`src/rtl/q2e_pkg.sv`:
```
// ----------------------------------------------------------------------------
// q2e_pkg: shared types and constants
// Field types, datapath widths, register indexes and the CORDIC angle table.
// ----------------------------------------------------------------------------
`default_nettype none

package q2e_pkg;

  localparam int Q_W       = 16;
  localparam int CFG_W     = 12;
  localparam int IDX_W     = 2;
  localparam int PROD_W    = 32;
  localparam int ARG_W     = 34;
  localparam int PA_W      = 33;
  localparam int SQ_DIGITS = 28;
  localparam int SQ_W      = 2 * SQ_DIGITS;
  localparam int CW        = 36;
  localparam int ZW        = 26;
  localparam int FW        = 28;
  localparam int MAX_STAGES          = 24;
  localparam int CORDIC_STAGES_DEF   = 16;
  localparam int QUEUE_DEPTH         = 4;

  localparam logic [IDX_W-1:0] REG_ROLL_OFFSET  = 2'd0;
  localparam logic [IDX_W-1:0] REG_PITCH_OFFSET = 2'd1;

  localparam logic signed [CFG_W-1:0] ROLL_OFFSET_RST  = 12'sd77;
  localparam logic signed [CFG_W-1:0] PITCH_OFFSET_RST = -12'sd448;

  localparam logic signed [ZW-1:0] DEG90   = 26'sd5898240;
  localparam logic signed [FW-1:0] DEG90_F = 28'sd5898240;

  typedef struct packed {
    logic signed [Q_W-1:0] quat_real;
    logic signed [Q_W-1:0] quat_i;
    logic signed [Q_W-1:0] quat_j;
    logic signed [Q_W-1:0] quat_k;
  } quat_in_t;

  typedef struct packed {
    logic signed [Q_W-1:0] roll_deg;
    logic signed [Q_W-1:0] pitch_deg;
    logic signed [Q_W-1:0] yaw_deg;
  } euler_out_t;

  typedef struct packed {
    logic signed [ARG_W-1:0] ry;
    logic signed [ARG_W-1:0] rx;
    logic signed [ARG_W-1:0] yy;
    logic signed [ARG_W-1:0] yx;
    logic        [PA_W-1:0]  pa;
    logic        [PA_W-1:0]  pb;
  } front_t;

  function automatic logic signed [ZW-1:0] atan_deg(input int unsigned idx);
    logic signed [ZW-1:0] v;
    unique case (idx)
      0:  v = 26'sd2949120;
      1:  v = 26'sd1740967;
      2:  v = 26'sd919879;
      3:  v = 26'sd466945;
      4:  v = 26'sd234379;
      5:  v = 26'sd117305;
      6:  v = 26'sd58666;
      7:  v = 26'sd29335;
      8:  v = 26'sd14668;
      9:  v = 26'sd7334;
      10: v = 26'sd3667;
      11: v = 26'sd1833;
      12: v = 26'sd917;
      13: v = 26'sd458;
      14: v = 26'sd229;
      15: v = 26'sd115;
      16: v = 26'sd57;
      17: v = 26'sd29;
      18: v = 26'sd14;
      19: v = 26'sd7;
      20: v = 26'sd4;
      21: v = 26'sd2;
      22: v = 26'sd1;
      default: v = 26'sd0;
    endcase
    return v;
  endfunction

  function automatic logic signed [Q_W-1:0] finish(input logic signed [FW-1:0] ang,
                                                   input logic signed [CFG_W-1:0] off);
    localparam logic signed [FW-1:0] RND     = 28'sd256;
    localparam logic signed [FW-1:0] SAT_MAX = 28'sd32767;
    localparam logic signed [FW-1:0] SAT_MIN = -28'sd32768;
    logic signed [FW-1:0] v;
    v = ((ang + RND) >>> 9) + FW'(off);
    if (v > SAT_MAX) v = SAT_MAX;
    if (v < SAT_MIN) v = SAT_MIN;
    return v[Q_W-1:0];
  endfunction

endpackage

`default_nettype wire

```
`src/rtl/q2e_queue.sv`:
```
// ----------------------------------------------------------------------------
// q2e_queue: short queue between front and back
// Small register FIFO; the front stalls only when it is full.
// ----------------------------------------------------------------------------
`default_nettype none

module q2e_queue import q2e_pkg::*; (
  input  wire logic   clk,
  input  wire logic   rst,
  input  wire logic   push,
  input  wire front_t wdata,
  output logic        q_full,
  input  wire logic   pop,
  output logic        q_empty,
  output front_t      rdata
);

  localparam int PW = $clog2(QUEUE_DEPTH);
  localparam int CNW = $clog2(QUEUE_DEPTH + 1);
  localparam logic [PW-1:0]  LAST = PW'(QUEUE_DEPTH - 1);
  localparam logic [CNW-1:0] DEP  = CNW'(QUEUE_DEPTH);

  front_t          mem [QUEUE_DEPTH];
  logic [PW-1:0]   wr_ptr, rd_ptr;
  logic [CNW-1:0]  count;

  assign q_full  = (count == DEP);
  assign q_empty = (count == '0);
  assign rdata   = mem[rd_ptr];

  always_ff @(posedge clk) begin
    if (push) mem[wr_ptr] <= wdata;
  end

  always_ff @(posedge clk) begin
    if (rst) begin
      wr_ptr <= '0;
      rd_ptr <= '0;
      count  <= '0;
    end else begin
      if (push) wr_ptr <= (wr_ptr == LAST) ? '0 : wr_ptr + 1'b1;
      if (pop)  rd_ptr <= (rd_ptr == LAST) ? '0 : rd_ptr + 1'b1;
      count <= count + CNW'(push) - CNW'(pop);
    end
  end

  a_no_push_full: assert property (@(posedge clk) disable iff (rst) !(push && q_full))
    else $error("queue push while full");
  a_no_pop_empty: assert property (@(posedge clk) disable iff (rst) !(pop && q_empty))
    else $error("queue pop while empty");
  a_count: assert property (@(posedge clk) disable iff (rst)
    1'b1 |=> count == $past(count) + CNW'($past(push)) - CNW'($past(pop)))
    else $error("queue count mismatch");

endmodule

`default_nettype wire

```
`config.mk`:
```
export PLATFORM = sky130hd
export DESIGN_NAME = q2e_queue
export DESIGN_NICKNAME = d
export VERILOG_FILES = /design/src/rtl/q2e_pkg.sv /design/src/rtl/q2e_queue.sv
export SDC_FILE = /design/constraint.sdc
export NUM_CORES = 1
export LEC_CHECK = 0
export BUFFER_PORTS_ARGS = -buffer_cell sky130_fd_sc_hd__buf_4
export CORE_AREA = 4 4 228 230
export DETAILED_ROUTE_END_ITERATION = 8
export DIE_AREA = 0 0 232 234
export HOLD_SLACK_MARGIN = 0.12
export PLACE_DENSITY = 0.82
export SYNTH_ARGS = -nofsm -noshare
export SYNTH_HDL_FRONTEND = slang
export SYNTH_SLANG_ARGS = --single-unit
```
`constraint.sdc`:
```
create_clock -name clk -period 16.8 [get_ports clk]
set_clock_uncertainty 0.15 [all_clocks]
set_input_delay 1.68 -clock clk [delete_from_list [all_inputs] [get_ports clk]]
set_output_delay 1.68 -clock clk [all_outputs]
set_load 0.02 [all_outputs]
```
## Word-level counts from Yosys, hierarchy flattened

Memories as Yosys holds them, arrays and structs flattened. A register that Yosys moved wholly into a read port is not among the register bits.
Index checks and enable logic that the tools add are counted.

| word-level totals | value |
|---|---|
| RAM bits | 808 |
| logic and storage cells | 18 |
| flip-flop bits (word level) | 7 |
| bits of input ports | 206 |
| output and inout bits | 204 |
| memories | 1 |

| cells by class | value |
|---|---|
| add/subtract/negate cells | 4 |
| muxes and demuxes | 6 |
| eq/ne operators | 3 |
| reductions and logical operators | 1 |

Memory list:

| memory | depth | width | rd ports | clocked after memory_dff | write ports | RTL line | text |
|---|---|---|---|---|---|---|---|
| mem | 4 | 202 | 1 | 1 | 1 | q2e_queue.sv:23 | `front_t mem [QUEUE_DEPTH];` |

Operators by type and width:

| operator | number |
|---|---|
| 2-bit two-way mux | 4 |
| 2-bit by 1-bit adder with 2-bit output, second input constant | 2 |
| 2-bit == test, second input constant | 2 |
| 3-bit by 1-bit adder with 3-bit output | 1 |
| 3-bit == test, second input constant | 1 |
| 3-bit zero test | 1 |
| 3-bit by 1-bit subtractor with 3-bit output | 1 |
| 1-bit two-way mux | 2 |

## Longest topological paths before layout

| depth | value |
|---|---|
| word-level depth | 4 |
| depth in mapped cells | 7 |
| gate-level depth less buffers | 7 |

## Worst setup path after synthesis

No wires, ideal clock.

| timing path | value |
|---|---|
| path type | input to register |
| start | in push |
| end | mem mem[0][0] (netlist bit) (enable) |
| library setup time | 0.586 ns |
| path buffers | 0 |
| required time | 16.064 ns |
| stages | 1 |
| arrival | 6.262 ns |
| setup slack | 9.801 ns |
| cell sequence | and2_1 |

| between the ends | value |
|---|---|
| word-level cells in the longest chain between the ends | 2 |

Ends and longest elaborated chain:

| element | RTL line | text |
|---|---|---|
| from (decl) | q2e_queue.sv:10 | `input wire logic push,` |
| 1-bit two-way mux | q2e_queue.sv:32 | `if (push) mem[wr_ptr] <= wdata;` |
| 1-bit two-way mux (not written as such) | q2e_queue.sv:32 |  |
| to (decl) | q2e_queue.sv:23 |  |

Every way passes these cells.

==> results.toml <==
[synthesis]
synth_top_cell_area_share_pct = 81.4
mappedNetlistArea_mm2 = 0.0298
netlist_instances = 1098
synth.ff_latch_count = 817
post_synth_main_area_contributors = "edfxtp_1 81%, mux4_2 15%, buf_12 1.3%"
synth.avg_cell_area_um2 = 27.1
yosys.area.top_type = "edfxtp_1"
synth_cell_types = 22
portion_of_the_post_synthesis_area_used_by_sequential_elements_pct = 82.0
synth.net_count = 1312
synth_warnings = 0

[drt]
dr.pass1.iters = 5
routed-via-count = 13700
drc = 0
final_antenna_net_count = 0
avgRoutedWirePerCell_um = 27.7
vias_per_cell = 5.98
drt_first_iter_violations = 1175
postRouteWirelength_mm = 63.4

[finish]
instances_no_fill = 2290
final_core_utilization_pct = 71.8
area.growth.synth_to_final_pct = 20.2
drive_gt1_share_pct = 45.9
antenna_cells = 0
layout.nets = 1774

[power_and_ir_drop]
pwr_cell_area_mw_per_mm2 = 127
p_clk_share_pct = 37.6
largest_voltage_drop_on_the_vdd_net_mv = 0.115
p_leak_uw = 0.0120
power.share.combinational_pct = 10.3
internal_power_uw = 3530
switching_share_pct = 22.1
netSwitchingPower_uw = 1000
power.sequential.fraction_pct = 52.0

[placed_design]
gp_routability_congestion = 0.768
placed_cells_incl_taps = 2152
dp.final_hpwl_mm = 36.8
placement.io_buffers = 409

[worst_setup_path]
critical_path_arrival_ns = 4.54
path_max_fanout = 46
cp_max_stage_delay_ns = 0.83
crit_path_end_kind = "primary output"
cells_along_the_critical_path = "buf_4, buf_4, buf_4, mux4_2, buf_4"
critical_path_buf_inv_count = 4
required_ns = 14.97
timing.critical_path.mode_cell = "buf_4"
timing.critical_path.max_delay_family = "buffers and inverters"
ff2ff_setup_slack_ns = 13.39
cp-start-kind = "flip-flop"
crit_type = "flip-flop to primary output"
cp_max_delay_cell = "buf_4"

[floorplanning]
floorplan.rows = 82
fp.dieW_um = 232
design.portCount = 410
floorplan.initialDensity_pct = 59.8
die_h_um = 234
die_area_mm2 = 0.0543
core_area_mm2 = 0.0499

[grt]
antenna_violations_before_repair = 1
grt_max_degree = 78
globalRoute.totalOverflow = 0
grt_pass1_wl_mm = 93.6
vias_in_the_first_global_route = 14500
grt_usage_pct = 23.5

[clocking]
tritoncts_clock_tree = "built"
cts_num_sinks = 817
worst_skew_pair.late_latency_ns = 0.61
longest_clk_path_bufs = 3
cts_h_tree_depth = 3
clock-root-buffer = "clkbuf_16"
postCtsHoldBufs = 0
cts_made_buffers = 78
cts_resized = 0
cts_setup_buffers = 0
clk_pin_slew_worst_paths_ns = 0.06

[sta]
hold_viol = 0
layout_worst_path_cycle_share_pct = 37.9
unrepaired_setup_endpoints_after_global_routing = "no"
max_slew_margin_pct = 24.3
setup-tns-final_ns = 0
setup_viol = 0
tightestPinTransition_ns = 1.14
max_freq_mhz = 157
post-route-min-period_ns = 6.37
final_slew_viol_count = 0

[run]
maxCapViolCount = 0

[min_path]
min-delay-path-class = "flip-flop to flip-flop"

[outcome]
status = "completed"
## path summary, 6_finish.rpt
kind	from	end	cells past startpoint
worst max-delay path	flip-flop	rdata[179]	5
worst min-delay path	rd_ptr[0]	flip-flop	2
worst max register to register	wr_ptr[0]	mem[3][132]	4
worst min register to register	rd_ptr[0]	flip-flop	2
## cell usage in the layout (no fill, tap or decap)
| cell type | n |
|---|---|
| clkinv_1 | 14 |
| fa_1 | 1 |
| inv_1 | 6 |
| xor3_1 | 1 |
| nor2b_1 | 2 |
| clkinvlp_4 | 1 |
| clkbuf_1 | 18 |
| and2_4 | 4 |
| mux4_2 | 202 |
| mux2i_1 | 2 |
| dfxtp_4 | 2 |
| bufinv_16 | 7 |
| inv_8 | 2 |
| ha_1 | 7 |
| buf_4 | 427 |
| nor2_1 | 3 |
| a21oi_1 | 2 |
| dfxtp_1 | 7 |
| or3b_2 | 2 |
| inv_6 | 4 |
| nor3_1 | 1 |
| clkbuf_16 | 81 |
| edfxtp_1 | 808 |
| clkinv_2 | 11 |
| and3_1 | 1 |
| nand2b_1 | 2 |
## cells by family (layout without fill, tap and decap cells)
kind of cell / count (synthesis) / in the layout / synth area share [%]
AOI/OAI and AO/OA: 2 / 2 / 0.0336
xor gates and xnor gates: 1 / 1 / 0.0798
adders and majority gates: 8 / 8 / 0.361
buffers and inverters: 51 / 571 / 1.86
DFF: 817 / 817 / 82.0
muxes: 204 / 204 / 15.3
and+or+nand+nor: 15 / 15 / 0.302
## state kept, by name (all words and copies together) (netlist names), named ones only
signal and count:
rd_ptr 2, mem 808, count 3, wr_ptr 2
## layer usage
| metal | GRT usage [%] | vias up | part of all wire (%) |
|---|---|---|---|
| met2 | 39.2 | 661 | 52 |
| met3 | 7.26 | 100 | 9.8 |
| met5 | 0 | - | 0.017 |
| met4 | 7.17 | 2 | 2.6 |
| li1 | - | 5688 | - |
| met1 | 30.5 | 7238 | 36 |
## layout make-up
cell class	instances	area, µm²
sequential	817	24500
fill	2757	14100
multi-input combinational	230	4810
timing repair buffer	427	3210
clock buffer	99	2090
tap	672	841
clock inverter	39	383
inverter	6	22.5
## metrics by stage
step,worst slack (ns),hold WS (ns),area (µm²),power (µW)
6_report,10.43,0.372,35800,4530
2_1_floorplan,9.80,0.319,29800,2670
3_3_place_gp,10.84,0.333,33300,2850
3_5_place_dp,10.91,0.353,33300,2870
4_1_cts,10.25,0.372,35800,4560
5_1_grt,9.91,0.396,35800,4680
## cell usage after synthesis
| cell type | n |
|---|---|
| edfxtp_1 | 808 |
| mux4_2 | 202 |
| buf_12 | 20 |
| buf_2 | 18 |
| dfxtp_1 | 9 |
| ha_1 | 7 |
| inv_1 | 6 |
| and2_1 | 4 |
| nor2_1 | 3 |
| a21oi_1 | 2 |
| buf_1 | 2 |
| buf_4 | 2 |
| clkbuf_1 | 2 |
| mux2i_1 | 2 |
| nand2b_1 | 2 |
| nor2b_1 | 2 |
| or3b_2 | 2 |
| and3_1 | 1 |
| buf_6 | 1 |
| fa_1 | 1 |
| nor3_1 | 1 |
| xor3_1 | 1 |
## power by group through the flow
stage	clock network (µW)	registers, µW	logic [µW]
floorplan	0	2400	274
global placement	0	2390	459
finish	1710	2360	469
detailed placement	0	2400	467
global route	1830	2360	494
CTS	1730	2360	474
## worst min-delay path: cells and delay by family, from the launching register on
| kind | cells | cell delay (ns) |
|---|---|---|
| flops | 1 | 0.33 |
| compound gates | 1 | 0.08 |
| simple gates | 1 | 0.07 |
(Power assumes the default switching activity.)
